### config.mk
export PLATFORM = sky130hd
export DESIGN_NAME = lpc_synthesis_decoder
export DESIGN_NICKNAME = d
export VERILOG_FILES = /design/src/rtl/lpcsd_pkg.sv /design/src/rtl/lpc_synthesis_decoder.sv
export SDC_FILE = /design/constraint.sdc
export NUM_CORES = 2
export LEC_CHECK = 0
export BUFFER_PORTS_ARGS = -buffer_cell sky130_fd_sc_hd__buf_2
export CAP_MARGIN = 20
export CORE_AREA = 4 4 360 327
export DETAILED_ROUTE_END_ITERATION = 8
export DIE_AREA = 0 0 364 331
export MAX_ROUTING_LAYER = met4
export PLACE_DENSITY = 0.81
export SETUP_SLACK_MARGIN = 0.4
export SYNTH_ARGS = -nofsm -noshare
export SYNTH_HDL_FRONTEND = slang
export SYNTH_SLANG_ARGS = --single-unit
### constraint.sdc
create_clock -name clk -period 11.8 [get_ports clk]
set_clock_uncertainty 0.2 [all_clocks]
set_input_delay 2.95 -clock clk [delete_from_list [all_inputs] [get_ports clk]]
set_output_delay 2.95 -clock clk [all_outputs]
set_load 0.01 [all_outputs]
### src/rtl/lpcsd_pkg.sv
package lpcsd_pkg;

	localparam int ORDER      = 10;
	localparam int IDX_W      = $clog2(ORDER);
	localparam int CNT_W      = $clog2(ORDER + 1);
	localparam int HIST_W     = 24;
	localparam int COEF_W     = 16;
	localparam int COEF_IDX_W = 4;
	localparam int PITCH_W    = 8;
	localparam int GAIN_W     = 15;
	localparam int SEED_W     = 32;
	localparam int DEC_W      = 15;
	localparam int SAMPLE_W   = 16;
	localparam int Q_FRAC     = 12;

	localparam int RAD_W      = 2 * (2 * GAIN_W + PITCH_W) / 2;
	localparam int SQ_STEPS   = RAD_W / 2;
	localparam int SQ_CNT_W   = $clog2(SQ_STEPS);
	localparam int ROOT_W     = SQ_STEPS;
	localparam int REM_W      = ROOT_W + 2;
	localparam int AMP_W      = ROOT_W;
	localparam int E_W        = AMP_W + 1;
	localparam int ACC_W      = 48;

	localparam int MA_W       = SEED_W + 1;
	localparam int MB_W       = 25;
	localparam int PROD_W     = MA_W + MB_W;
	localparam int DM_W       = HIST_W + DEC_W + 1;
	localparam int NOISE_SH   = SEED_W - 1;

	localparam logic [SEED_W-1:0] LCG_MUL    = 32'd1664525;
	localparam logic [SEED_W-1:0] LCG_ADD    = 32'd1013904223;
	localparam logic [SEED_W-1:0] SEED_RESET = 32'h1234_5678;
	localparam logic [DEC_W-1:0]  DEEMPH_RESET = 15'd30720;
	localparam logic signed [DM_W-1:0] DEC_ROUND = DM_W'(1) <<< (DEC_W - 1);

	typedef enum logic [1:0] {
		OP_LOAD_COEF  = 2'd0,
		OP_LOAD_PITCH = 2'd1,
		OP_SYNTH      = 2'd2,
		OP_NONE       = 2'd3
	} op_t;

	function automatic logic signed [HIST_W-1:0] sat_hist(input logic signed [ACC_W-1:0] x);
		logic signed [HIST_W-1:0] r;
		if (&x[ACC_W-1:HIST_W-1] || ~|x[ACC_W-1:HIST_W-1]) begin
			r = x[HIST_W-1:0];
		end else if (x[ACC_W-1]) begin
			r = {1'b1, {(HIST_W-1){1'b0}}};
		end else begin
			r = {1'b0, {(HIST_W-1){1'b1}}};
		end
		return r;
	endfunction

	function automatic logic signed [SAMPLE_W-1:0] sat_out(input logic signed [HIST_W-1:0] x);
		logic signed [SAMPLE_W-1:0] r;
		if (&x[HIST_W-1:SAMPLE_W-1] || ~|x[HIST_W-1:SAMPLE_W-1]) begin
			r = x[SAMPLE_W-1:0];
		end else if (x[HIST_W-1]) begin
			r = {1'b1, {(SAMPLE_W-1){1'b0}}};
		end else begin
			r = {1'b0, {(SAMPLE_W-1){1'b1}}};
		end
		return r;
	endfunction

endpackage

### src/rtl/lpc_synthesis_decoder.sv
// LPC speech synthesizer, one operation per input transaction. Operation 0
// writes one Q4.12 predictor coefficient. Operation 1 loads gain and pitch
// and forms the impulse amplitude floor(gain*sqrt(pitch)): two multiplies
// and a one-bit-per-cycle square root; an unvoiced load (pitch 0) skips
// them. Operation 2 gives one 16-bit sample; one shared 33x25 multiplier
// serves the amplitude, the noise generator, every filter tap and the
// de-emphasis, and the coefficients and the filter history sit in memories
// that give one registered read per cycle, so the taps are visited one per
// cycle. A finished sample waits in the output register while the next
// transaction is taken; the block handles one transaction at a time.
// Reset clears the memories through per-entry valid bits, with no sweep.
module lpc_synthesis_decoder (
	input  logic                                 clk,
	input  logic                                 arst_n,
	input  logic                                 in_valid,
	output logic                                 in_ready,
	input  logic [1:0]                           operation,
	input  logic [lpcsd_pkg::COEF_IDX_W-1:0]     coef_index,
	input  logic signed [lpcsd_pkg::COEF_W-1:0]  value,
	input  logic [lpcsd_pkg::PITCH_W-1:0]        pitch,
	output logic                                 out_valid,
	input  logic                                 out_ready,
	output logic signed [lpcsd_pkg::SAMPLE_W-1:0] sample,
	input  logic                                 cfg_valid,
	output logic                                 cfg_ready,
	input  logic [lpcsd_pkg::DEC_W-1:0]          deemphasis_coeff
);

	typedef enum logic [3:0] {
		ST_IDLE,
		ST_GG,
		ST_GP,
		ST_SQ_LOAD,
		ST_SQ,
		ST_LCG,
		ST_SEED,
		ST_NOISE,
		ST_NE,
		ST_TAP,
		ST_FILT,
		ST_DEEMPH,
		ST_OUT
	} state_t;

	state_t state_q;

	logic signed [lpcsd_pkg::COEF_W-1:0] coef_mem [lpcsd_pkg::ORDER];
	logic signed [lpcsd_pkg::HIST_W-1:0] hist_mem [lpcsd_pkg::ORDER];
	logic [lpcsd_pkg::ORDER-1:0]         coef_vld_q;
	logic [lpcsd_pkg::ORDER-1:0]         hist_vld_q;

	logic [lpcsd_pkg::GAIN_W-1:0]        gain_q;
	logic [lpcsd_pkg::PITCH_W-1:0]       pitch_q;
	logic [lpcsd_pkg::PITCH_W-1:0]       phase_q;
	logic [lpcsd_pkg::AMP_W-1:0]         amp_q;
	logic [lpcsd_pkg::SEED_W-1:0]        seed_q;
	logic signed [lpcsd_pkg::HIST_W-1:0] last_q;
	logic [lpcsd_pkg::DEC_W-1:0]         coeff_q;
	logic [lpcsd_pkg::IDX_W-1:0]         hp_q;
	logic [lpcsd_pkg::IDX_W-1:0]         rp_q;
	logic [lpcsd_pkg::CNT_W-1:0]         k_q;
	logic [lpcsd_pkg::SQ_CNT_W-1:0]      sq_cnt_q;
	logic                                v_s1;
	logic                                v_s2;
	logic                                cv_s1;
	logic                                hv_s1;
	logic                                out_valid_q;
	logic signed [lpcsd_pkg::SAMPLE_W-1:0] sample_q;

	logic signed [lpcsd_pkg::COEF_W-1:0] coef_rd_s1;
	logic signed [lpcsd_pkg::HIST_W-1:0] hist_rd_s1;
	logic signed [lpcsd_pkg::PROD_W-1:0] prod_q;
	logic signed [lpcsd_pkg::ACC_W-1:0]  acc_q;
	logic signed [lpcsd_pkg::HIST_W-1:0] y_q;
	logic [lpcsd_pkg::RAD_W-1:0]         rad_q;
	logic [lpcsd_pkg::REM_W-1:0]         rem_q;
	logic [lpcsd_pkg::ROOT_W-1:0]        root_q;

	logic                                in_fire;
	logic                                coef_we;
	logic [lpcsd_pkg::IDX_W-1:0]         coef_wa;
	logic [lpcsd_pkg::IDX_W-1:0]         hp_nx;
	logic [lpcsd_pkg::IDX_W-1:0]         rp_nx;
	logic [lpcsd_pkg::PITCH_W:0]         ph_inc;
	logic                                ph_hit;
	logic signed [lpcsd_pkg::MA_W-1:0]   a_mul;
	logic signed [lpcsd_pkg::MB_W-1:0]   b_mul;
	logic signed [lpcsd_pkg::PROD_W-1:0] prod_d;
	logic signed [lpcsd_pkg::E_W-1:0]    e_d;
	logic signed [lpcsd_pkg::ACC_W-1:0]  acc_init;
	logic signed [lpcsd_pkg::HIST_W-1:0] y_d;
	logic signed [lpcsd_pkg::DM_W-1:0]   dm_d;
	logic signed [lpcsd_pkg::DM_W-1:0]   dsh_d;
	logic signed [lpcsd_pkg::HIST_W-1:0] d_d;
	logic [lpcsd_pkg::REM_W-1:0]         rem_sh;
	logic [lpcsd_pkg::REM_W-1:0]         trial;
	logic                                sq_ge;
	logic [lpcsd_pkg::ROOT_W-1:0]        root_nx;
	logic                                tap_done;

	assign in_ready  = (state_q == ST_IDLE);
	assign in_fire   = in_valid && in_ready;
	assign cfg_ready = 1'b1;
	assign out_valid = out_valid_q;
	assign sample    = sample_q;

	assign coef_we = in_fire && (operation == lpcsd_pkg::OP_LOAD_COEF) &&
		(coef_index != '0) && (int'(coef_index) <= lpcsd_pkg::ORDER);
	assign coef_wa = lpcsd_pkg::IDX_W'(coef_index - lpcsd_pkg::COEF_IDX_W'(1));

	assign hp_nx = (int'(hp_q) == lpcsd_pkg::ORDER - 1) ? '0 : hp_q + 1'b1;
	assign rp_nx = (rp_q == '0) ? lpcsd_pkg::IDX_W'(lpcsd_pkg::ORDER - 1) : rp_q - 1'b1;

	assign ph_inc = {1'b0, phase_q} + 1'b1;
	assign ph_hit = ph_inc >= {1'b0, pitch_q};

	// excitation for the current sample
	always_comb begin
		if (state_q == ST_NE) begin
			e_d = $signed(prod_q[lpcsd_pkg::NOISE_SH +: lpcsd_pkg::E_W]);
		end else if (ph_hit) begin
			e_d = $signed({1'b0, amp_q});
		end else begin
			e_d = '0;
		end
	end

	// e * 4096 plus the rounding half
	assign acc_init = $signed({{(lpcsd_pkg::ACC_W - lpcsd_pkg::E_W - lpcsd_pkg::Q_FRAC)
		{e_d[lpcsd_pkg::E_W-1]}}, e_d, 1'b1, {(lpcsd_pkg::Q_FRAC - 1){1'b0}}});

	assign y_d = lpcsd_pkg::sat_hist(acc_q >>> lpcsd_pkg::Q_FRAC);

	assign dm_d  = $signed(prod_q[lpcsd_pkg::DM_W-1:0]) + lpcsd_pkg::DEC_ROUND;
	assign dsh_d = dm_d >>> lpcsd_pkg::DEC_W;
	assign d_d   = lpcsd_pkg::sat_hist(lpcsd_pkg::ACC_W'(y_q) + lpcsd_pkg::ACC_W'(dsh_d));

	assign rem_sh  = {rem_q[lpcsd_pkg::REM_W-3:0], rad_q[lpcsd_pkg::RAD_W-1 -: 2]};
	assign trial   = {root_q, 2'b01};
	assign sq_ge   = rem_sh >= trial;
	assign root_nx = {root_q[lpcsd_pkg::ROOT_W-2:0], sq_ge};

	assign tap_done = (int'(k_q) == lpcsd_pkg::ORDER) && !v_s1 && !v_s2;

	// shared multiplier operand select
	always_comb begin
		a_mul = '0;
		b_mul = '0;
		case (state_q)
			ST_GG: begin
				a_mul = lpcsd_pkg::MA_W'(gain_q);
				b_mul = lpcsd_pkg::MB_W'(gain_q);
			end
			ST_GP: begin
				a_mul = lpcsd_pkg::MA_W'(prod_q[2*lpcsd_pkg::GAIN_W-1:0]);
				b_mul = lpcsd_pkg::MB_W'(pitch_q);
			end
			ST_LCG: begin
				a_mul = lpcsd_pkg::MA_W'(seed_q);
				b_mul = lpcsd_pkg::MB_W'(lpcsd_pkg::LCG_MUL);
			end
			ST_NOISE: begin
				a_mul = lpcsd_pkg::MA_W'($signed(seed_q));
				b_mul = lpcsd_pkg::MB_W'(gain_q);
			end
			ST_TAP: begin
				if (v_s1 && hv_s1) begin
					a_mul = lpcsd_pkg::MA_W'(hist_rd_s1);
				end
				if (v_s1 && cv_s1) begin
					b_mul = lpcsd_pkg::MB_W'(coef_rd_s1);
				end
			end
			ST_FILT: begin
				a_mul = lpcsd_pkg::MA_W'(last_q);
				b_mul = lpcsd_pkg::MB_W'(coeff_q);
			end
			default: begin
				a_mul = '0;
				b_mul = '0;
			end
		endcase
	end

	assign prod_d = a_mul * b_mul;

	// coefficient and history memories
	always_ff @(posedge clk) begin
		if (coef_we) begin
			coef_mem[coef_wa] <= value;
		end
		if (state_q == ST_FILT) begin
			hist_mem[hp_nx] <= y_d;
		end
		coef_rd_s1 <= coef_mem[k_q[lpcsd_pkg::IDX_W-1:0]];
		hist_rd_s1 <= hist_mem[rp_q];
	end

	// datapath registers
	always_ff @(posedge clk) begin
		prod_q <= prod_d;
		case (state_q)
			ST_IDLE: begin
				acc_q <= acc_init;
			end
			ST_NE: begin
				acc_q <= acc_init;
			end
			ST_TAP: begin
				if (v_s2) begin
					acc_q <= acc_q - $signed(prod_q[lpcsd_pkg::ACC_W-1:0]);
				end
			end
			ST_FILT: begin
				y_q <= y_d;
			end
			ST_SQ_LOAD: begin
				rad_q  <= prod_q[lpcsd_pkg::RAD_W-1:0];
				rem_q  <= '0;
				root_q <= '0;
			end
			ST_SQ: begin
				rad_q  <= {rad_q[lpcsd_pkg::RAD_W-3:0], 2'b00};
				rem_q  <= sq_ge ? rem_sh - trial : rem_sh;
				root_q <= root_nx;
			end
			default: begin
			end
		endcase
	end

	always_ff @(posedge clk or negedge arst_n) begin
		if (!arst_n) begin
			state_q     <= ST_IDLE;
			coef_vld_q  <= '0;
			hist_vld_q  <= '0;
			gain_q      <= '0;
			pitch_q     <= '0;
			phase_q     <= '0;
			amp_q       <= '0;
			seed_q      <= lpcsd_pkg::SEED_RESET;
			last_q      <= '0;
			coeff_q     <= lpcsd_pkg::DEEMPH_RESET;
			hp_q        <= lpcsd_pkg::IDX_W'(lpcsd_pkg::ORDER - 1);
			rp_q        <= '0;
			k_q         <= '0;
			sq_cnt_q    <= '0;
			v_s1        <= 1'b0;
			v_s2        <= 1'b0;
			cv_s1       <= 1'b0;
			hv_s1       <= 1'b0;
			out_valid_q <= 1'b0;
			sample_q    <= '0;
		end else begin
			if (cfg_valid && cfg_ready) begin
				coeff_q <= deemphasis_coeff;
			end
			if (coef_we) begin
				coef_vld_q[coef_wa] <= 1'b1;
			end
			if (state_q == ST_OUT && (!out_valid_q || out_ready)) begin
				out_valid_q <= 1'b1;
				sample_q    <= lpcsd_pkg::sat_out(last_q);
			end else if (out_valid_q && out_ready) begin
				out_valid_q <= 1'b0;
			end
			v_s1  <= (state_q == ST_TAP) && (int'(k_q) < lpcsd_pkg::ORDER);
			v_s2  <= v_s1;
			cv_s1 <= coef_vld_q[k_q[lpcsd_pkg::IDX_W-1:0]];
			hv_s1 <= hist_vld_q[rp_q];
			case (state_q)
				ST_IDLE: begin
					k_q  <= '0;
					rp_q <= hp_q;
					if (in_fire) begin
						case (operation)
							lpcsd_pkg::OP_LOAD_PITCH: begin
								gain_q  <= value[lpcsd_pkg::COEF_W-1] ? '0 :
									value[lpcsd_pkg::GAIN_W-1:0];
								pitch_q <= pitch;
								if (pitch == '0) begin
									amp_q <= '0;
								end else begin
									state_q <= ST_GG;
								end
							end
							lpcsd_pkg::OP_SYNTH: begin
								if (pitch_q != '0) begin
									phase_q <= ph_hit ?
										lpcsd_pkg::PITCH_W'(ph_inc - {1'b0, pitch_q}) :
										ph_inc[lpcsd_pkg::PITCH_W-1:0];
									state_q <= ST_TAP;
								end else begin
									state_q <= ST_LCG;
								end
							end
							default: begin
							end
						endcase
					end
				end
				ST_GG: begin
					state_q <= ST_GP;
				end
				ST_GP: begin
					state_q <= ST_SQ_LOAD;
				end
				ST_SQ_LOAD: begin
					sq_cnt_q <= '0;
					state_q  <= ST_SQ;
				end
				ST_SQ: begin
					sq_cnt_q <= sq_cnt_q + 1'b1;
					if (int'(sq_cnt_q) == lpcsd_pkg::SQ_STEPS - 1) begin
						amp_q   <= root_nx;
						state_q <= ST_IDLE;
					end
				end
				ST_LCG: begin
					state_q <= ST_SEED;
				end
				ST_SEED: begin
					seed_q  <= prod_q[lpcsd_pkg::SEED_W-1:0] + lpcsd_pkg::LCG_ADD;
					state_q <= ST_NOISE;
				end
				ST_NOISE: begin
					state_q <= ST_NE;
				end
				ST_NE: begin
					state_q <= ST_TAP;
				end
				ST_TAP: begin
					if (int'(k_q) < lpcsd_pkg::ORDER) begin
						k_q  <= k_q + 1'b1;
						rp_q <= rp_nx;
					end
					if (tap_done) begin
						state_q <= ST_FILT;
					end
				end
				ST_FILT: begin
					hist_vld_q[hp_nx] <= 1'b1;
					hp_q    <= hp_nx;
					state_q <= ST_DEEMPH;
				end
				ST_DEEMPH: begin
					last_q  <= d_d;
					state_q <= ST_OUT;
				end
				ST_OUT: begin
					if (!out_valid_q || out_ready) begin
						state_q <= ST_IDLE;
					end
				end
				default: begin
					state_q <= ST_IDLE;
				end
			endcase
		end
	end

endmodule

Yosys cells after proc, flatten, opt, wreduce, memory -nomap -nowiden
Memory sizes are Yosys's and may differ from the RTL's. A register that Yosys moved wholly into a read port is not among the register bits.
Cells that the tools add are included.
{"block": "totals", "latch_bits": 0, "word_cells": 182, "out_inout_bits": 19, "register_bits": 382, "n_memories": 2, "input_bits": 50, "mem_bits_rw": 400, "rom_bits": 0}
{"memory": "hist_mem", "words": 10, "word_bits": 24, "read_ports": 1, "rd_clocked_by_memory_dff": 1, "write_ports": 1, "line_no": "lpc_synthesis_decoder.sv:48", "source": "logic signed [lpcsd_pkg::HIST_W-1:0] hist_mem [lpcsd_pkg::ORDER];"}
{"memory": "coef_mem", "words": 10, "word_bits": 16, "read_ports": 1, "rd_clocked_by_memory_dff": 1, "write_ports": 1, "line_no": "lpc_synthesis_decoder.sv:47", "source": "logic signed [lpcsd_pkg::COEF_W-1:0] coef_mem [lpcsd_pkg::ORDER];"}
{"block": "classes", "bitwise_logic": 2, "magnitude_cmp": 10, "mul": 1, "add_sub_neg": 12, "muxes": 54, "n_eq_ne": 27, "shift": 0, "div": 0, "reduce_logical": 48}
{"op": "case mux 33 bit (6 select lines)", "count": 1}
{"op": "case mux 25 bit (5 select lines)", "count": 1}
{"op": "two-way mux 19 bit", "count": 6}
{"op": "case mux 19 bit (2 select lines)", "count": 3}
{"op": "two-way mux 24 bit", "count": 4}
{"op": "case mux 48 bit (2 select lines)", "count": 1}
{"op": "case mux 38 bit (2 select lines)", "count": 1}
{"op": "case mux 4 bit (13 select lines)", "count": 1}
{"op": "multiplier 33 x 25 -> 51 bit", "count": 1}
{"op": "two-way mux 48 bit", "count": 1}
{"op": "subtractor 48 bit", "count": 1}
{"op": "adder 40 x 16 -> 40 bit (second input constant)", "count": 1}
{"op": "two-way mux 4 bit", "count": 10}
{"op": "two-way mux 33 bit", "count": 1}
{"op": "adder 32 x 30 -> 32 bit (second input constant)", "count": 1}
{"op": "two-way mux 16 bit", "count": 2}
{"op": "equality test 4 bit (second input constant)", "count": 7}
{"op": "adder 24 x 25 -> 26 bit", "count": 1}
{"op": "two-way mux 25 bit", "count": 1}
{"op": "AND reduction 25 bit", "count": 1}
{"op": "OR reduction 25 bit", "count": 1}
{"op": "case mux 4 bit (2 select lines)", "count": 3}
{"op": ">= comparator 21 bit", "count": 1}
{"op": "less-than comparator 4 x 5 -> 1 bit (second input constant)", "count": 4}
{"op": "47 further kinds", "count": 99}

Depth between registers and ports, before layout
{"block": "logic_depth", "ltp_word": 7, "ltp_mapped": 37, "depth_no_buf": 33}

Worst setup path before layout
No wires, ideal clock.
{"block": "synth_timing", "kind": "register -> register", "start": "register state_q[2]", "end": "register prod_q[50] (netlist bit)", "t_required_ns": 11.528, "t_arrival_ns": 9.538, "path_buffers": 4, "stages_incl_launch_ff": 37, "period_less_slack_ns": 9.810, "setup_slack_ns": 1.990, "setup_time_ns": 0.072, "cell_sequence": "dfrtp_1 > clkbuf_1 > nand2b_1 > nor2_1 > clkbuf_1 > clkbuf_1 > a222oi_1 > nand2_1 > clkbuf_1 > nand2_1 > fa_1 > inv_1 > fa_1 > inv_1 > fa_1 > inv_1 > fa_1 > inv_1 > fa_1 > inv_1 > fa_1 > inv_1 > fa_1 > inv_1 > ha_1 > a211oi_1 > nor2_1 > o41ai_1 > o21a_1 > o21ai_0 > a211oi_1 > o31ai_1 > a31o_2 > a21boi_0 > o21ai_0 > a21oi_1 > xnor2_1"}
{"block": "synth_via", "elab_chain_len": 4, "word_cells_on_any_way": 10, "classes_between": "mul: 1; eq/ne: 6; mux: 2; reduce/logical: 1"}
{"item": "start: declaration", "line_no": "lpc_synthesis_decoder.sv:45", "source": "state_t state_q;"}
{"item": "start signal: assignment", "line_no": "lpc_synthesis_decoder.sv:234", "source": "state_q <= ST_IDLE;"}
{"item": "start signal: assignment", "line_no": "lpc_synthesis_decoder.sv:284", "source": "state_q <= ST_GG;"}
{"item": "start signal: assignment", "line_no": "lpc_synthesis_decoder.sv:292", "source": "state_q <= ST_TAP;"}
{"item": "equality test 4 x 3 -> 1 bit or equality test 4 x 1 -> 1 bit (tied branches)", "line_no": "lpc_synthesis_decoder.sv:149", "source": "case (state_q)"}
{"item": "OR reduction 2 bit (no source line)"}
{"item": "case mux 25 bit (5 select lines)", "line_no": "lpc_synthesis_decoder.sv:149"}
{"item": "multiplier 33 x 25 -> 51 bit *", "line_no": "lpc_synthesis_decoder.sv:185", "source": "assign prod_d = a_mul * b_mul;"}
{"item": "net prod_d, one bit", "line_no": "lpc_synthesis_decoder.sv:88", "source": "logic signed [lpcsd_pkg::PROD_W-1:0] prod_d;"}
{"item": "end signal: assignment", "line_no": "lpc_synthesis_decoder.sv:201", "source": "prod_q <= prod_d;"}
{"item": "end: declaration", "line_no": "lpc_synthesis_decoder.sv:72", "source": "logic signed [lpcsd_pkg::PROD_W-1:0] prod_q;"}
Mark *: on every way through the listed nets, which the timed path passes. The rest lies on a longest branch.
A chain may end at the register's enable or synchronous reset.

Worst setup path after layout
{"block": "layout_timing", "start": "register state_q[3]", "end": "register prod_q[47] (netlist bit)"}
The elaborated chain is that of the path after synthesis.

==> impl_metrics.ini <==
[cells_and_area]
fin_cells = 7233
multiInputGateArea_um2 = 35500
final_common_cell = inv_1
synthToLayoutAreaGrowth_pct = 7.74
nFillCells = 9006
fin_util_pct = 58.8
drive_gt1_share_pct = 8.69
fin_nets = 6742
regArea_um2 = 22900
layout_common_cells = inv_1, fa_1, nand2_1

[drt]
firstDrtPassIters = 5
drc = 0
vias = 43700
wl_per_cell_um = 24.1
drt_iter0_markers = 5015
wl_um = 174000
ant_nets = 0
via_per_inst = 6.04

[clock_tree]
hold_buffers = 0
cts_buffer_depth = 3
cts_buffers = 79
root_buffer = clkbuf_16
clk_pin_slew_ns = 0.07
cts.sinks = 822
cts_tree = built
h-tree-depth = 3
clkLatencyLatePin_ns = 0.68

[worst_hold_path]
hp-class = flop to flop

[synthesis]
syn-num-nets = 6742
yosys-top-cells-area = edfxtp_1, fa_1, dfrtp_1
seq_area_frac_synth_pct = 36.7
yosysTopAreaCellShare_pct = 26.4
syn_area_per_cell_um2 = 11.0
synth_seq_cells = 822
synth_area_um2 = 62300
synthCells = 5668
yosysUniqueCellTypes = 82
synth_warnings = 0
synth_area_leader_cell = edfxtp_1
synth_edf_count = 548
synthArstFlopShare_pct = 22.3
synth_ff_type = edfxtp_1

[die]
rows = 118
die_width_um = 364
coreArea_um2 = 114000
pin_count = 69
start_util_pct = 54.6
die_height_um = 331
die-area_um2 = 120000

[sta]
slew_headroom_pct = 24.9
rsz0062_at_grt = no
fin_crit_sh_pct = 93.1
finalSetupTns_ns = 0
setup_viol = 0
max_freq_mhz = 91.1
hold_viol = 0
min_period_ns = 10.98
drv_slew = 0
tightestPinTransition_ns = 1.12

[worst_setup_path]
startpoint_type = flop
cpMaxStageDelayCell = and3_1
cp-end-kind = flop
cp.required_ns = 12.21
crit_top_cell = fa_1
worstPathArrival_ns = 11.39
path_max_fanout = 27
cpPeakStageDelay_ns = 0.81
path_class = flop to flop

[global_routing]
antenna_found_initial = 3
use_met3_pct = 11.3
grt_use_total_pct = 30.3
use_met2_pct = 42.4
grt_use_met1_pct = 40.8
grt_pass1_vias = 44100
grt_max_degree = 81
gr-max-usage-layer = met2
gr-total-overflow = 0
grt_pass1_wl_um = 267000

[outcome]
outcome = completed

[pwr]
p_per_area_nw_per_um2 = 185
ir_drop_v = 0.000178
cellLeakagePower_nw = 29.3

[job]
maxCapViolations = 0

[place]
post-dp-hpwl_um = 134000
port-buffer-count = 67
dp.cells = 7079
place.gp.congestion = 1.00
area by class of cell:
| class | instances | area share [%] |
|---|---|---|
| diodes | 3 | 0.0112 |
| clock buffers | 107 | 3.21 |
| flip-flops and latches | 822 | 34.1 |
| well taps | 1500 | 2.79 |
| multi-input cells | 3736 | 52.8 |
| inverters | 870 | 4.86 |
| clock inverters | 36 | 0.600 |
| repair buffers | 159 | 1.60 |
synth_stat cells (all sizes together) (59+ instances only):
cell    count
a211oi     60
a21o       84
a21oi     205
clkbuf    221
dfrtp     164
dfxtp      91
edfxtp    548
fa        765
ha        259
inv       864
mux2i      59
mux4       84
nand2     580
nand2b     59
nand3      65
nor2      489
nor2b      70
o21ai     218
xnor2     135
xor2       59
metal layers:
metal  up-vias  share of wire, %
met4         0               4.2
met5         -                 0
li1      18800                 -
met3       417                14
met1     21800                39
met2      2650                43
report_power, final:
group	internal [W]	total (W)	switching, W
clock network	0.00137	0.00252	0.00114
registers	0.00383	0.00446	0.000632
logic	0.00193	0.00541	0.00348
total	0.00713	0.0124	0.00526
critical path: cells and delay by family (launching register included):
kind	cells	cell delay (ns)
AO/OA/AOI/OAI	11	3.05
AND/OR/NAND/NOR	6	2.20
adder cells (fa/ha/maj)	8	3.93
flip-flops	1	0.74
buffers and inverters	5	0.61
XOR/XNOR	1	0.16
sequential cells by signal, summed over array words and instances (netlist names), 16 cells and up:
register / cells
root_q: 19
sample: 16
rad_q: 38
hist_rd_s1: 24
seed_q: 32
amp_q: 19
coef_mem: 160
hist_mem: 240
acc_q: 48
rem_q: 19
coef_rd_s1: 16
y_q: 24
last_q: 24
prod_q: 51
cell families after synthesis:
group,Yosys count,synth area share (%)
AO/OA/AOI/OAI,819,8.49
AND/OR/NAND/NOR,1512,10.8
multiplexers,186,4.76
buffers and inverters,1110,6.71
other,1,0.00602
flip-flops,822,36.7
adder cells (fa/ha/maj),1024,29.8
XOR/XNOR,194,2.73
stage by stage:
| stage | total power [W] | cell area, um2 | hold slack (ns) | worst slack [ns] |
|---|---|---|---|---|
| floorplan | 0.00787 | 62300 | 0.180 | 1.99 |
| global placement | 0.00957 | 64500 | 0.246 | 1.21 |
| global route | 0.0130 | 67100 | 0.280 | 0.466 |
| detailed placement | 0.00970 | 64500 | 0.251 | 1.08 |
| CTS | 0.0122 | 67100 | 0.265 | 1.09 |
| finish | 0.0124 | 67100 | 0.261 | 0.820 |
worst paths after layout:
| path | to | slack, ns | from | cells after the start |
|---|---|---|---|---|
| worst max-delay path | prod_q[47] | 0.82 | state_q[3] | 31 |
| worst min-delay path | hist_vld_q[5] | 0.26 | hist_vld_q[5] | 1 |
| worst max register to register | prod_q[47] | 0.82 | state_q[3] | 31 |
| worst min register to register | hist_vld_q[5] | 0.26 | hist_vld_q[5] | 1 |
| max in group asynchronous | k_q[0] | 7.99 | arst_n | 2 |
| min in group asynchronous | hist_vld_q[8] | 2.09 | arst_n | 1 |
repair_timing:
item | CTS | global route
endpoints found under the hold margin | 0 | 0
buffers inserted | 0 | 2
resized for setup | 0 | 0
setup endpoints to repair | 0 | 2
Note: power is estimated with default switching activity, not from simulation.
